===== config.mk =====
export PLATFORM = sky130hd
export DESIGN_NAME = masked_column_statistics_unit
export DESIGN_NICKNAME = d
export VERILOG_FILES = /design/src/hdl/mcs_pkg.sv /design/src/hdl/mcs_divider.sv /design/src/hdl/mcs_datapath.sv /design/src/hdl/mcs_ctrl.sv /design/src/hdl/masked_column_statistics_unit.sv
export SDC_FILE = /design/constraint.sdc
export NUM_CORES = 2
export LEC_CHECK = 0
export ABC_CLOCK_PERIOD_IN_PS = 8700
export BUFFER_PORTS_ARGS = -buffer_cell sky130_fd_sc_hd__buf_2
export CAP_MARGIN = 20
export CORE_MARGIN = 4
export CORE_UTILIZATION = 58
export DETAILED_ROUTE_END_ITERATION = 10
export HOLD_SLACK_MARGIN = 0.06
export PLACE_DENSITY_LB_ADDON = 0.3
export SYNTH_ARGS = -nofsm -noshare
export SYNTH_HDL_FRONTEND = slang
export SYNTH_SLANG_ARGS = --single-unit

===== constraint.sdc =====
create_clock -name clk -period 8.7 [get_ports clk]
set_clock_uncertainty 0.2 [all_clocks]
set_input_delay 0.87 -clock clk [delete_from_list [all_inputs] [get_ports clk]]
set_output_delay 0.87 -clock clk [all_outputs]
set_load 0.05 [all_outputs]

===== src/hdl/mcs_pkg.sv =====
// ----------------------------------------------------------------------------
// Masked column statistics package
// Field widths, register indexes, payload structs and the command/status
// structs that run between controller and datapath.
// ----------------------------------------------------------------------------
`default_nettype none

package mcs_pkg;

  localparam int SAMPLE_W  = 32;
  localparam int THR_W     = 31;
  localparam int SUM_W     = 48;
  localparam int SQSUM_W   = 64;
  localparam int TALLY_W   = 17;
  localparam int VAR_W     = 47;
  localparam int CFG_IDX_W = 2;

  localparam logic [CFG_IDX_W-1:0] CFG_USE_MAGNITUDE   = 2'd0;
  localparam logic [CFG_IDX_W-1:0] CFG_SMALL_THRESHOLD = 2'd1;
  localparam logic [CFG_IDX_W-1:0] CFG_UPPER_CUTOFF    = 2'd2;

  localparam logic [THR_W-1:0] SMALL_THRESHOLD_RST = 31'd1;
  localparam logic [THR_W-1:0] UPPER_CUTOFF_RST    = 31'd65536;

  localparam logic signed [SAMPLE_W-1:0] I32_MAX = 32'sh7fffffff;
  localparam logic signed [SAMPLE_W-1:0] I32_MIN = 32'sh80000000;

  typedef struct packed {
    logic signed [SAMPLE_W-1:0] sample;
    logic                       keep;
    logic                       last;
  } mcs_in_t;

  typedef struct packed {
    logic signed [SAMPLE_W-1:0] mean_value;
    logic [VAR_W-1:0]           variance_value;
    logic signed [SUM_W-1:0]    total_value;
    logic signed [SAMPLE_W-1:0] largest_value;
    logic signed [SAMPLE_W-1:0] smallest_value;
    logic [TALLY_W-1:0]         kept_count;
    logic [TALLY_W-1:0]         mean_count;
    logic                       empty_flag;
    logic                       saturated_flag;
  } mcs_out_t;

  // which quotient the shared divider works on
  typedef enum logic [1:0] {
    DIV_MEAN,
    DIV_M1,
    DIV_SQ
  } div_sel_t;

  typedef struct packed {
    logic     div_start;
    div_sel_t div_sel;
    logic     take_mean;
    logic     take_m1;
    logic     take_sq;
    logic     calc_diff;
    logic     sq_m1;
    logic     sq_diff;
    logic     calc_sum;
    logic     load_out;
  } mcs_cmd_t;

  typedef struct packed {
    logic pipe_empty;
    logic div_done;
    logic out_full;
  } mcs_status_t;

endpackage

`default_nettype wire


===== src/hdl/mcs_divider.sv =====
// ----------------------------------------------------------------------------
// Bit-serial unsigned divider
// Restoring division of a 64-bit dividend by a 17-bit divisor, one quotient
// bit per clock. done pulses for one cycle when the quotient is ready.
// ----------------------------------------------------------------------------
`default_nettype none

module mcs_divider
  import mcs_pkg::*;
(
  input  wire logic               clk,
  input  wire logic               rst_n,
  input  wire logic               start,
  input  wire logic [SQSUM_W-1:0] dividend,
  input  wire logic [TALLY_W-1:0] divisor,
  output logic                    done,
  output logic [SQSUM_W-1:0]      quotient
);

  localparam int CNT_W = $clog2(SQSUM_W);

  logic [TALLY_W-1:0] rem_r;
  logic [SQSUM_W-1:0] quo_r;
  logic [TALLY_W-1:0] divisor_r;
  logic [CNT_W-1:0]   cnt_r;
  logic               busy_r;
  logic               done_r;

  logic [TALLY_W:0]   shifted;
  logic [TALLY_W:0]   trial;
  logic               fits;

  assign shifted = {rem_r, quo_r[SQSUM_W-1]};
  assign trial   = shifted - {1'b0, divisor_r};
  assign fits    = shifted >= {1'b0, divisor_r};

  always_ff @(posedge clk) begin
    if (!rst_n) begin
      busy_r <= 1'b0;
      done_r <= 1'b0;
      cnt_r  <= '0;
    end else begin
      done_r <= 1'b0;
      if (start) begin
        busy_r <= 1'b1;
        cnt_r  <= '0;
      end else if (busy_r) begin
        cnt_r <= cnt_r + CNT_W'(1);
        if (cnt_r == CNT_W'(SQSUM_W - 1)) begin
          busy_r <= 1'b0;
          done_r <= 1'b1;
        end
      end
    end
  end

  always_ff @(posedge clk) begin
    if (start) begin
      rem_r     <= '0;
      quo_r     <= dividend;
      divisor_r <= divisor;
    end else if (busy_r) begin
      rem_r <= fits ? trial[TALLY_W-1:0] : shifted[TALLY_W-1:0];
      quo_r <= {quo_r[SQSUM_W-2:0], fits};
    end
  end

  assign done     = done_r;
  assign quotient = quo_r;

endmodule

`default_nettype wire


===== src/hdl/mcs_datapath.sv =====
// ----------------------------------------------------------------------------
// Masked column statistics datapath
// Config registers, the three-stage accumulation pipe, the shared squarer,
// the divider and the final mean/variance arithmetic with the result register.
// ----------------------------------------------------------------------------
`default_nettype none

module mcs_datapath
  import mcs_pkg::*;
#(
  parameter int MAX_ITEMS = 65536,
  parameter int FRAC_BITS = 16
) (
  input  wire logic                 clk,
  input  wire logic                 rst_n,
  input  wire logic                 cfg_valid,
  input  wire logic [CFG_IDX_W-1:0] cfg_index,
  input  wire logic [THR_W-1:0]     cfg_data,
  input  wire logic                 in_accept,
  input  wire mcs_in_t              in_data,
  input  wire mcs_cmd_t             cmd,
  output mcs_status_t               status,
  input  wire logic                 out_stall,
  output logic                      out_valid,
  output mcs_out_t                  out_data
);

  localparam int TALLY_CAP  = (MAX_ITEMS < 131071) ? MAX_ITEMS : 131071;
  localparam int SNAP_LIMIT = ((1 << FRAC_BITS) - 1) / 1000;
  localparam int SUMX_W     = SUM_W + 1;
  localparam int SQX_W      = SQSUM_W + 1;

  localparam logic signed [SUM_W-1:0] S48_MAX = {1'b0, {(SUM_W-1){1'b1}}};
  localparam logic signed [SUM_W-1:0] S48_MIN = {1'b1, {(SUM_W-1){1'b0}}};
  localparam logic [SQSUM_W-1:0] U47_MAX = {{(SQSUM_W-VAR_W){1'b0}}, {VAR_W{1'b1}}};

  // {saturated, clamped value} of a signed quotient given as sign and magnitude
  function automatic logic [SAMPLE_W:0] clamp_q(input logic neg,
                                                input logic [SUM_W-1:0] mag);
    logic [SUM_W-1:0] lim;
    lim = neg ? {{(SUM_W-SAMPLE_W){1'b0}}, I32_MIN} : {{(SUM_W-SAMPLE_W){1'b0}}, I32_MAX};
    if (mag > lim) begin
      clamp_q = {1'b1, neg ? I32_MIN : I32_MAX};
    end else begin
      clamp_q = {1'b0, neg ? SAMPLE_W'(-mag[SAMPLE_W-1:0]) : mag[SAMPLE_W-1:0]};
    end
  endfunction

  function automatic logic [SAMPLE_W-1:0] clamp_mag(input logic neg,
                                                    input logic [SUM_W-1:0] mag);
    logic [SUM_W-1:0] lim;
    lim = neg ? {{(SUM_W-SAMPLE_W){1'b0}}, I32_MIN} : {{(SUM_W-SAMPLE_W){1'b0}}, I32_MAX};
    clamp_mag = (mag > lim) ? lim[SAMPLE_W-1:0] : mag[SAMPLE_W-1:0];
  endfunction

  function automatic logic signed [SUM_W-1:0] sat48(input logic signed [SUMX_W-1:0] x);
    if (x[SUMX_W-1] != x[SUM_W-1]) begin
      sat48 = x[SUMX_W-1] ? S48_MIN : S48_MAX;
    end else begin
      sat48 = x[SUM_W-1:0];
    end
  endfunction

  // ---------------- configuration ----------------
  logic             use_mag_r;
  logic [THR_W-1:0] small_thr_r;
  logic [THR_W-1:0] cutoff_r;

  always_ff @(posedge clk) begin
    if (!rst_n) begin
      use_mag_r   <= 1'b0;
      small_thr_r <= SMALL_THRESHOLD_RST;
      cutoff_r    <= UPPER_CUTOFF_RST;
    end else if (cfg_valid) begin
      unique case (cfg_index)
        CFG_USE_MAGNITUDE:   use_mag_r   <= cfg_data[0];
        CFG_SMALL_THRESHOLD: small_thr_r <= cfg_data;
        CFG_UPPER_CUTOFF:    cutoff_r    <= cfg_data;
        default: ;
      endcase
    end
  end

  // ---------------- stage 1: sample decode ----------------
  logic [SAMPLE_W-1:0]        in_mag;
  logic                       in_clip;
  logic signed [SAMPLE_W-1:0] in_v;

  assign in_mag  = in_data.sample[SAMPLE_W-1] ? SAMPLE_W'(-in_data.sample)
                                              : SAMPLE_W'(in_data.sample);
  assign in_clip = use_mag_r && (in_data.sample == I32_MIN);
  assign in_v    = !use_mag_r ? in_data.sample :
                   in_clip    ? I32_MAX : signed'(in_mag);

  logic                       s1_valid_r;
  logic signed [SAMPLE_W-1:0] s1_v_r;
  logic [SAMPLE_W-1:0]        s1_abs_r;
  logic                       s1_keep_r;
  logic                       s1_mean_r;
  logic                       s1_clip_r;
  logic                       s2_sq_r;

  always_ff @(posedge clk) begin
    s1_v_r    <= in_v;
    s1_abs_r  <= in_clip ? I32_MAX : in_mag;
    s1_keep_r <= in_data.keep && (in_mag > {1'b0, small_thr_r});
    s1_mean_r <= in_mag < {1'b0, cutoff_r};
    s1_clip_r <= in_clip;
  end

  // ---------------- accumulators ----------------
  logic signed [SUM_W-1:0]    mean_sum_r;
  logic [TALLY_W-1:0]         mean_tally_r;
  logic signed [SUM_W-1:0]    kept_sum_r;
  logic [SQSUM_W-1:0]         kept_sq_r;
  logic [TALLY_W-1:0]         kept_tally_r;
  logic signed [SAMPLE_W-1:0] largest_r;
  logic signed [SAMPLE_W-1:0] smallest_r;
  logic                       ovf_r;
  logic                       fin_sat_r;

  logic                       cap_hit;
  logic                       take;
  logic signed [SUMX_W-1:0]   kept_sum_wide;
  logic signed [SUMX_W-1:0]   mean_sum_wide;
  logic [SQX_W-1:0]           kept_sq_wide;
  logic                       stage2_ovf;
  logic                       stage3_ovf;

  assign cap_hit       = kept_tally_r >= TALLY_W'(TALLY_CAP);
  assign take          = s1_valid_r && s1_keep_r && !cap_hit;
  assign kept_sum_wide = SUMX_W'(kept_sum_r) + SUMX_W'(s1_v_r);
  assign mean_sum_wide = SUMX_W'(mean_sum_r) + SUMX_W'(s1_v_r);

  logic [SQSUM_W-1:0] prod_r;
  assign kept_sq_wide = {1'b0, kept_sq_r} + SQX_W'(prod_r >> FRAC_BITS);

  assign stage2_ovf = s1_valid_r &&
                      (s1_clip_r || (s1_keep_r && cap_hit) ||
                       (take && (kept_sum_wide[SUMX_W-1] != kept_sum_wide[SUM_W-1])) ||
                       (take && s1_mean_r &&
                        (mean_sum_wide[SUMX_W-1] != mean_sum_wide[SUM_W-1])));
  assign stage3_ovf = s2_sq_r && kept_sq_wide[SQX_W-1];

  always_ff @(posedge clk) begin
    if (!rst_n) begin
      s1_valid_r <= 1'b0;
      s2_sq_r    <= 1'b0;
    end else begin
      s1_valid_r <= in_accept;
      s2_sq_r    <= take;
    end
  end

  // ---------------- finalize: divider, squarer ----------------
  logic [SQSUM_W-1:0] div_dividend;
  logic [TALLY_W-1:0] div_divisor;
  logic               div_done;
  logic [SQSUM_W-1:0] div_quotient;
  logic [SUM_W-1:0]   mean_abs;
  logic [SUM_W-1:0]   kept_abs;

  assign mean_abs = mean_sum_r[SUM_W-1] ? SUM_W'(-mean_sum_r) : SUM_W'(mean_sum_r);
  assign kept_abs = kept_sum_r[SUM_W-1] ? SUM_W'(-kept_sum_r) : SUM_W'(kept_sum_r);

  always_comb begin
    case (cmd.div_sel)
      DIV_MEAN: begin
        div_dividend = SQSUM_W'(mean_abs);
        div_divisor  = mean_tally_r;
      end
      DIV_M1: begin
        div_dividend = SQSUM_W'(kept_abs);
        div_divisor  = kept_tally_r;
      end
      default: begin
        div_dividend = kept_sq_r;
        div_divisor  = kept_tally_r;
      end
    endcase
  end

  mcs_divider u_div (
    .clk      (clk),
    .rst_n    (rst_n),
    .start    (cmd.div_start),
    .dividend (div_dividend),
    .divisor  (div_divisor),
    .done     (div_done),
    .quotient (div_quotient)
  );

  logic [SUM_W-1:0]    q_mag;
  logic [SAMPLE_W:0]   q_mean_clamp;
  logic [SAMPLE_W:0]   q_m1_clamp;

  assign q_mag        = div_quotient[SUM_W-1:0];
  assign q_mean_clamp = clamp_q(mean_sum_r[SUM_W-1], q_mag);
  assign q_m1_clamp   = clamp_q(kept_sum_r[SUM_W-1], q_mag);

  logic signed [SAMPLE_W-1:0] mu_r;
  logic signed [SAMPLE_W-1:0] m1_r;
  logic [SAMPLE_W-1:0]        m1_abs_r;
  logic [SQSUM_W-1:0]         a_r;
  logic [SAMPLE_W-1:0]        ad_r;
  logic [SQSUM_W-1:0]         m1sq_r;
  logic [SQSUM_W-1:0]         t_r;

  logic signed [SAMPLE_W:0]   diff_w;
  logic [SAMPLE_W-1:0]        sq_op;
  logic [SQSUM_W-1:0]         sq_prod;
  logic [SQX_W-1:0]           t_wide;

  assign diff_w  = (SAMPLE_W+1)'(m1_r) - (SAMPLE_W+1)'(mu_r);
  // one squarer serves the sample pipe and both variance terms
  assign sq_op   = cmd.sq_m1   ? m1_abs_r :
                   cmd.sq_diff ? ad_r     : s1_abs_r;
  assign sq_prod = SQSUM_W'(sq_op) * SQSUM_W'(sq_op);
  assign t_wide  = {1'b0, a_r} + SQX_W'(prod_r >> FRAC_BITS);

  always_ff @(posedge clk) begin
    prod_r <= sq_prod;
    if (cmd.take_mean) begin
      if (mean_tally_r == '0 || q_mag <= SUM_W'(SNAP_LIMIT)) begin
        mu_r <= '0;
      end else begin
        mu_r <= q_mean_clamp[SAMPLE_W-1:0];
      end
    end
    if (cmd.take_m1) begin
      m1_r     <= q_m1_clamp[SAMPLE_W-1:0];
      m1_abs_r <= clamp_mag(kept_sum_r[SUM_W-1], q_mag);
    end
    if (cmd.take_sq) begin
      a_r <= div_quotient;
    end
    if (cmd.calc_diff) begin
      ad_r <= diff_w[SAMPLE_W] ? SAMPLE_W'(-diff_w) : diff_w[SAMPLE_W-1:0];
    end
    if (cmd.sq_diff) begin
      m1sq_r <= prod_r >> FRAC_BITS;
    end
    if (cmd.calc_sum) begin
      t_r <= t_wide[SQX_W-1] ? {SQSUM_W{1'b1}} : t_wide[SQSUM_W-1:0];
    end
  end

  always_ff @(posedge clk) begin
    if (!rst_n || cmd.load_out) begin
      mean_sum_r   <= '0;
      mean_tally_r <= '0;
      kept_sum_r   <= '0;
      kept_sq_r    <= '0;
      kept_tally_r <= '0;
      largest_r    <= '0;
      smallest_r   <= I32_MAX;
      ovf_r        <= 1'b0;
      fin_sat_r    <= 1'b0;
    end else begin
      if (take) begin
        kept_tally_r <= kept_tally_r + TALLY_W'(1);
        kept_sum_r   <= sat48(kept_sum_wide);
        if (s1_v_r > largest_r) begin
          largest_r <= s1_v_r;
        end
        if (s1_v_r < smallest_r) begin
          smallest_r <= s1_v_r;
        end
        if (s1_mean_r) begin
          mean_tally_r <= mean_tally_r + TALLY_W'(1);
          mean_sum_r   <= sat48(mean_sum_wide);
        end
      end
      if (s2_sq_r) begin
        kept_sq_r <= kept_sq_wide[SQX_W-1] ? {SQSUM_W{1'b1}} : kept_sq_wide[SQSUM_W-1:0];
      end
      ovf_r <= ovf_r || stage2_ovf || stage3_ovf;
      if ((cmd.take_mean && mean_tally_r != '0 && q_mean_clamp[SAMPLE_W]) ||
          (cmd.take_m1 && kept_tally_r != '0 && q_m1_clamp[SAMPLE_W])) begin
        fin_sat_r <= 1'b1;
      end
    end
  end

  // ---------------- variance and result register ----------------
  logic [SQSUM_W-1:0] var_full;
  logic               var_clip;
  logic               kept_none;
  logic [VAR_W-1:0]   var_val;

  assign kept_none = kept_tally_r == '0;
  assign var_full  = (t_r > m1sq_r) ? t_r - m1sq_r : '0;
  assign var_clip  = !kept_none && (var_full > U47_MAX);
  assign var_val   = kept_none ? '0 :
                     var_clip  ? U47_MAX[VAR_W-1:0] : var_full[VAR_W-1:0];

  logic     out_valid_r;
  mcs_out_t out_data_r;

  always_ff @(posedge clk) begin
    if (!rst_n) begin
      out_valid_r <= 1'b0;
    end else if (cmd.load_out) begin
      out_valid_r <= 1'b1;
    end else if (out_valid_r && !out_stall) begin
      out_valid_r <= 1'b0;
    end
  end

  always_ff @(posedge clk) begin
    if (cmd.load_out) begin
      out_data_r.mean_value     <= mu_r;
      out_data_r.variance_value <= var_val;
      out_data_r.total_value    <= kept_sum_r;
      out_data_r.largest_value  <= largest_r;
      out_data_r.smallest_value <= smallest_r;
      out_data_r.kept_count     <= kept_tally_r;
      out_data_r.mean_count     <= mean_tally_r;
      out_data_r.empty_flag     <= kept_none || (mean_tally_r == '0);
      out_data_r.saturated_flag <= ovf_r || fin_sat_r || var_clip;
    end
  end

  assign out_valid         = out_valid_r;
  assign out_data          = out_data_r;
  assign status.pipe_empty = !s1_valid_r && !s2_sq_r;
  assign status.div_done   = div_done;
  assign status.out_full   = out_valid_r;

endmodule

`default_nettype wire


===== src/hdl/mcs_ctrl.sv =====
// ----------------------------------------------------------------------------
// Masked column statistics controller
// Lets samples stream in, and on the item marked last drains the pipe and
// steps the datapath through the three divisions and the variance terms.
// ----------------------------------------------------------------------------
`default_nettype none

module mcs_ctrl
  import mcs_pkg::*;
(
  input  wire logic        clk,
  input  wire logic        rst_n,
  input  wire logic        in_accept,
  input  wire logic        in_last,
  input  wire mcs_status_t status,
  output mcs_cmd_t         cmd,
  output logic             in_stall
);

  typedef enum logic [3:0] {
    ST_ACCUM,
    ST_FLUSH,
    ST_DIV_MEAN,
    ST_DIV_M1,
    ST_DIV_SQ,
    ST_DIFF,
    ST_SQ_M1,
    ST_SQ_DIFF,
    ST_SUM,
    ST_FINISH
  } state_t;

  state_t state_r;
  state_t state_nxt;
  logic   in_stall_r;

  always_comb begin
    state_nxt   = state_r;
    cmd         = '0;
    cmd.div_sel = DIV_MEAN;
    unique case (state_r)
      ST_ACCUM: begin
        if (in_accept && in_last) begin
          state_nxt = ST_FLUSH;
        end
      end
      ST_FLUSH: begin
        if (status.pipe_empty) begin
          cmd.div_start = 1'b1;
          cmd.div_sel   = DIV_MEAN;
          state_nxt     = ST_DIV_MEAN;
        end
      end
      ST_DIV_MEAN: begin
        if (status.div_done) begin
          cmd.take_mean = 1'b1;
          cmd.div_start = 1'b1;
          cmd.div_sel   = DIV_M1;
          state_nxt     = ST_DIV_M1;
        end
      end
      ST_DIV_M1: begin
        if (status.div_done) begin
          cmd.take_m1   = 1'b1;
          cmd.div_start = 1'b1;
          cmd.div_sel   = DIV_SQ;
          state_nxt     = ST_DIV_SQ;
        end
      end
      ST_DIV_SQ: begin
        if (status.div_done) begin
          cmd.take_sq = 1'b1;
          state_nxt   = ST_DIFF;
        end
      end
      ST_DIFF: begin
        cmd.calc_diff = 1'b1;
        state_nxt     = ST_SQ_M1;
      end
      ST_SQ_M1: begin
        cmd.sq_m1 = 1'b1;
        state_nxt = ST_SQ_DIFF;
      end
      ST_SQ_DIFF: begin
        cmd.sq_diff = 1'b1;
        state_nxt   = ST_SUM;
      end
      ST_SUM: begin
        cmd.calc_sum = 1'b1;
        state_nxt    = ST_FINISH;
      end
      ST_FINISH: begin
        // wait for the previous result to leave the output register
        if (!status.out_full) begin
          cmd.load_out = 1'b1;
          state_nxt    = ST_ACCUM;
        end
      end
      default: state_nxt = ST_ACCUM;
    endcase
  end

  always_ff @(posedge clk) begin
    if (!rst_n) begin
      state_r    <= ST_ACCUM;
      in_stall_r <= 1'b0;
    end else begin
      state_r    <= state_nxt;
      in_stall_r <= state_nxt != ST_ACCUM;
    end
  end

  assign in_stall = in_stall_r;

endmodule

`default_nettype wire


===== src/hdl/masked_column_statistics_unit.sv =====
// ----------------------------------------------------------------------------
// Masked column statistics unit
// Mean, variance, sum, largest and smallest of a masked column of fixed-point
// samples, one result per column.
// ----------------------------------------------------------------------------
// Samples stream in at one item per clock; each goes through a three-stage
// pipe (decode, accumulate, square-sum) with no stall. The item marked last
// closes the column: input stalls while the pipe drains and one shared
// bit-serial divider runs three 64-step divisions (mean, kept mean, mean of
// squares), then a few squarer and adder steps form the variance. The result
// is valid once these steps are done and any previous result has left the
// output register; the input is free again in the same cycle that the result
// becomes valid. The result sits in an output register, so the next column
// can start streaming while it waits to be taken. Config registers are taken
// on any cycle; cfg_ready is always high.
`default_nettype none

module masked_column_statistics_unit
  import mcs_pkg::*;
#(
  parameter int MAX_ITEMS = 65536,
  parameter int FRAC_BITS = 16
) (
  input  wire logic                 clk,
  input  wire logic                 rst_n,
  input  wire logic                 in_valid,
  output logic                      in_stall,
  input  wire mcs_in_t              in_data,
  output logic                      out_valid,
  input  wire logic                 out_stall,
  output mcs_out_t                  out_data,
  input  wire logic                 cfg_valid,
  output logic                      cfg_ready,
  input  wire logic [CFG_IDX_W-1:0] cfg_index,
  input  wire logic [THR_W-1:0]     cfg_data
);

  mcs_cmd_t    cmd;
  mcs_status_t status;
  logic        in_accept;

  assign in_accept = in_valid && !in_stall;
  assign cfg_ready = 1'b1;

  mcs_ctrl u_ctrl (
    .clk       (clk),
    .rst_n     (rst_n),
    .in_accept (in_accept),
    .in_last   (in_data.last),
    .status    (status),
    .cmd       (cmd),
    .in_stall  (in_stall)
  );

  mcs_datapath #(
    .MAX_ITEMS (MAX_ITEMS),
    .FRAC_BITS (FRAC_BITS)
  ) u_dp (
    .clk       (clk),
    .rst_n     (rst_n),
    .cfg_valid (cfg_valid),
    .cfg_index (cfg_index),
    .cfg_data  (cfg_data),
    .in_accept (in_accept),
    .in_data   (in_data),
    .cmd       (cmd),
    .status    (status),
    .out_stall (out_stall),
    .out_valid (out_valid),
    .out_data  (out_data)
  );

endmodule

`default_nettype wire


==> flow_summary.toml <==
[status]
status = "finished with violations"
violations = "negative setup slack"

[placed_design]
port_buffers = 300
hpwl_mm = 237.7
gp_congestion = 1.010
placed_area_um2 = 101500

[timing]
setup-violations-final = 7
rsz0062_at_grt = "true"
setup_tns_ns = -0.1795
hold_viol_final = 0
period_share_pct = 100.8
clock.fmax_mhz = 114.0
fin_crit_ns = 8.774
drv_slew = 0
worst_pin_slew_ns = 1.159
hold_ws_ns = 0.1666
maxSlewHeadroom_pct = 22.55
fin_ws_ns = -0.07354

[die]
dieWidth_um = 409.4
initial_core_util_pct = 58.26
io_pins = 302
dieArea_um2 = 167600
coreArea_um2 = 160400
std_cell_rows = 147
die_h_um = 409.4

[clock_tree]
hold_buffers = 0
h-tree-depth = 3
cts_sinks = 1082
cts_tree = "yes"
clk_pin_slew_ns = 0.07
clockBufferDepth = 3
clkLatencyLatePin_ns = 0.79
cts_root_buf = "clkbuf_16"
numCtsBuffers = 113

[synthesis]
synthXorXnorAreaFrac_pct = 4.855
synth_compound_area_share_pct = 15.28
synthAdderAreaFrac_pct = 28.29
synth-main-ff-cell = "edfxtp_1"
synth.distinct_cells = 88
post_synth.cell_area_avg_um2 = 9.257
yosys.area_share.simple_pct = 12.38
syn_nets = 11751
syn_area_um2 = 93440
synth_seq_cells = 1082
synth.yosys.seq_area_share_pct = 29.73
synthArstFlopShare_pct = 0
synth_mux_area_share_pct = 2.058
synthCells = 10094
synth_enable_flop_cells = 611
synth_top_family_by_area = "adder cells"
yosys_warnings = 0

[setup_path]
crit_fanout = 8
r2r_cells = 39
cp-start-kind = "flip-flop"
crit_path_frequent_cell = "fa_1"
cpMaxStageDelayCell = "fa_1"
cp.required_ns = 9.16
critPathMaxStageDelay_ns = 0.60
crit_path_end_kind = "flip-flop"
crit_type = "reg -> reg"
arrival_ns = 9.24

[global_routing]
grt_pass1_vias = 77770
antenna_found_initial = 26
grt_max_degree = 109
track_usage_pct = 35.62
grt_pass1_wl_mm = 460.7
gr-total-overflow = 0

[drt]
post-route-drc-count = 0
routed_wl_mm = 309.2
ant_nets = 0
wl_per_cell_um = 23.62
drtIter0Drc = 8294
vias = 79268
viasPerCell = 6.055
drt-pass1-iter-count = 6

[finish]
fillCellCount = 12441
final_design_area_no_fill_um2 = 109100
drive_above_1_share_pct = 16.62
nets = 12474
syn_to_final_growth_pct = 16.75

[hold_path]
hold_depth = 3
min_path_type = "in -> reg"

[job]
cap_viol_max_count = 0
-- what timing repair did --
item | 4_1_cts | 5_1_grt
resized for setup | 305 | 324
cloned | 9 | 4
pin swaps | 157 | 207
setup endpoints to repair | 32 | 28
buffers inserted | 58 | 35
-- synth_stat cells (24+ instances only) --
library cell,n,area [um2]
a211oi_1,52,390.4
a21o_1,288,2162
edfxtp_1,611,18350
o21ai_0,647,3238
nor3_1,87,435.4
or2_2,54,337.8
dfxtp_1,471,9429
nand2_1,981,3682
o41ai_1,24,210.2
o32ai_1,31,271.5
and2_1,57,356.6
xor2_1,186,1629
mux2_2,37,416.7
buf_1,37,138.9
nor2_1,688,2582
fa_1,806,16140
maj3_1,55,550.5
a31oi_1,87,544.3
nand3_1,108,540.5
clkbuf_1,378,1419
a21oi_1,662,3313
xnor2_1,332,2908
nand2b_1,78,488.0
or4_1,32,240.2
o211ai_1,44,330.3
or3_1,48,300.3
o21bai_1,48,360.4
and3_1,58,362.9
nor4_1,47,294.0
o31ai_1,50,375.4
inv_1,1402,5263
o21a_1,81,608.1
nand4_1,126,788.3
mux2i_1,149,1491
nor2b_1,71,444.2
ha_1,779,9747
a21boi_0,105,788.3
-- cells by family after synthesis --
| group | count (synthesis) |
|---|---|
| xor gates and xnor gates | 518 |
| and+or+nand+nor | 2517 |
| AOI/OAI and AO/OA | 2311 |
| DFF | 1082 |
| muxes | 187 |
| buffers and inverters | 1838 |
| adders and majority gates | 1640 |
| other | 1 |
-- state kept, by name (all words and copies together), names as in the netlist, 31 cells and up --
register             count
u_dp.cutoff_r           31
u_dp.m1_r               31
u_dp.m1sq_r             48
u_dp.largest_r          32
u_dp.ad_r               32
u_dp.t_r                64
u_dp.s1_v_r             32
u_dp.mu_r               32
u_dp.m1_abs_r           32
u_dp.smallest_r         32
u_dp.mean_sum_r         48
u_dp.kept_sum_r         48
u_dp.a_r                64
u_dp.s1_abs_r           32
u_dp.small_thr_r        31
u_dp.out_data          227
u_dp.kept_sq_r          64
u_dp.u_div.quotient     64
u_dp.prod_r             48
-- cell type report --
class | count | area (um2) | area share (%)
multi-input cells | 7174 | 60900 | 55.83
flip-flops and latches | 1082 | 27790 | 25.48
repair buffers | 1031 | 8248 | 7.561
inverters | 1414 | 5378 | 4.929
clock buffers | 148 | 3176 | 2.911
well taps | 2160 | 2703 | 2.477
clock inverters | 67 | 848.3 | 0.7776
diodes | 14 | 35.03 | 0.03211
repair inverters | 1 | 8.758 | 0.008028
-- metal layers --
| layer | track usage (%) | vias up | wire length, um |
|---|---|---|---|
| met5 | 0 | - | 46 |
| li1 | - | 35775 | - |
| met3 | 7.430 | 885 | 31570 |
| met2 | 54.04 | 4011 | 135100 |
| met1 | 48.38 | 38589 | 123100 |
| met4 | 18.48 | 8 | 19370 |
-- critical path, delay by kind of cell, from the launching register on --
family,cells,cell delay [ns]
compound gates,7,1.35
xor+xnor,1,0.14
fa+ha+maj,9,4.39
buf+inv,14,1.18
flops,1,0.32
simple gates,8,1.09
-- worst paths after layout --
kind / from / to / slack [ns]
setup / recovery: u_ctrl.state_r[3] / u_dp.prod_r[50] / -0.07
hold / removal: cfg_data[13] / u_dp.small_thr_r[13] / 0.17
setup reg to reg: u_ctrl.state_r[3] / u_dp.prod_r[50] / -0.07
hold reg to reg: u_dp.smallest_r[16] / u_dp.out_data[52] / 0.26
-- through the flow --
| stage | std cells | utilization, % | setup WS [ns] |
|---|---|---|---|
| 2_1_floorplan | 10094 | - | 0.001062 |
| 3_3_place_gp | 12753 | 63.24 | -0.5542 |
| 3_5_place_dp | 12755 | 63.26 | -0.6845 |
| 4_1_cts | 13036 | 66.89 | 0.0001634 |
| 5_1_grt | 13083 | 68.01 | -0.2998 |
| 6_report | 13091 | 68.02 | -0.07354 |
-- cell usage in the layout (no fill, tap or decap), types with 47 or more instances in the layout --
master / synthesis / final
a211oi_1: 52 / 48
a21boi_0: 105 / 105
a21o_1: 288 / 287
a21oi_1: 662 / 639
a31oi_1: 87 / 81
and2_1: 57 / 52
and3_1: 58 / 57
buf_12: 0 / 57
buf_2: 5 / 300
buf_4: 4 / 604
clkbuf_16: 0 / 120
dfxtp_1: 471 / 463
edfxtp_1: 611 / 611
fa_1: 806 / 750
fa_2: 0 / 56
ha_1: 779 / 739
inv_1: 1402 / 1335
inv_2: 0 / 61
maj3_1: 55 / 55
mux2i_1: 149 / 129
nand2_1: 981 / 941
nand2b_1: 78 / 76
nand3_1: 108 / 107
nand4_1: 126 / 126
nor2_1: 688 / 572
nor2_2: 0 / 61
nor2_4: 0 / 55
nor2b_1: 71 / 68
nor3_1: 87 / 85
o21a_1: 81 / 67
o21ai_0: 647 / 629
o31ai_1: 50 / 47
or2_2: 54 / 53
or3_1: 48 / 48
xnor2_1: 332 / 327
xor2_1: 186 / 186
Power is left out: the tool's default activity adds up to more than one toggle a clock period on the data nets, which glitch-free logic cannot reach.
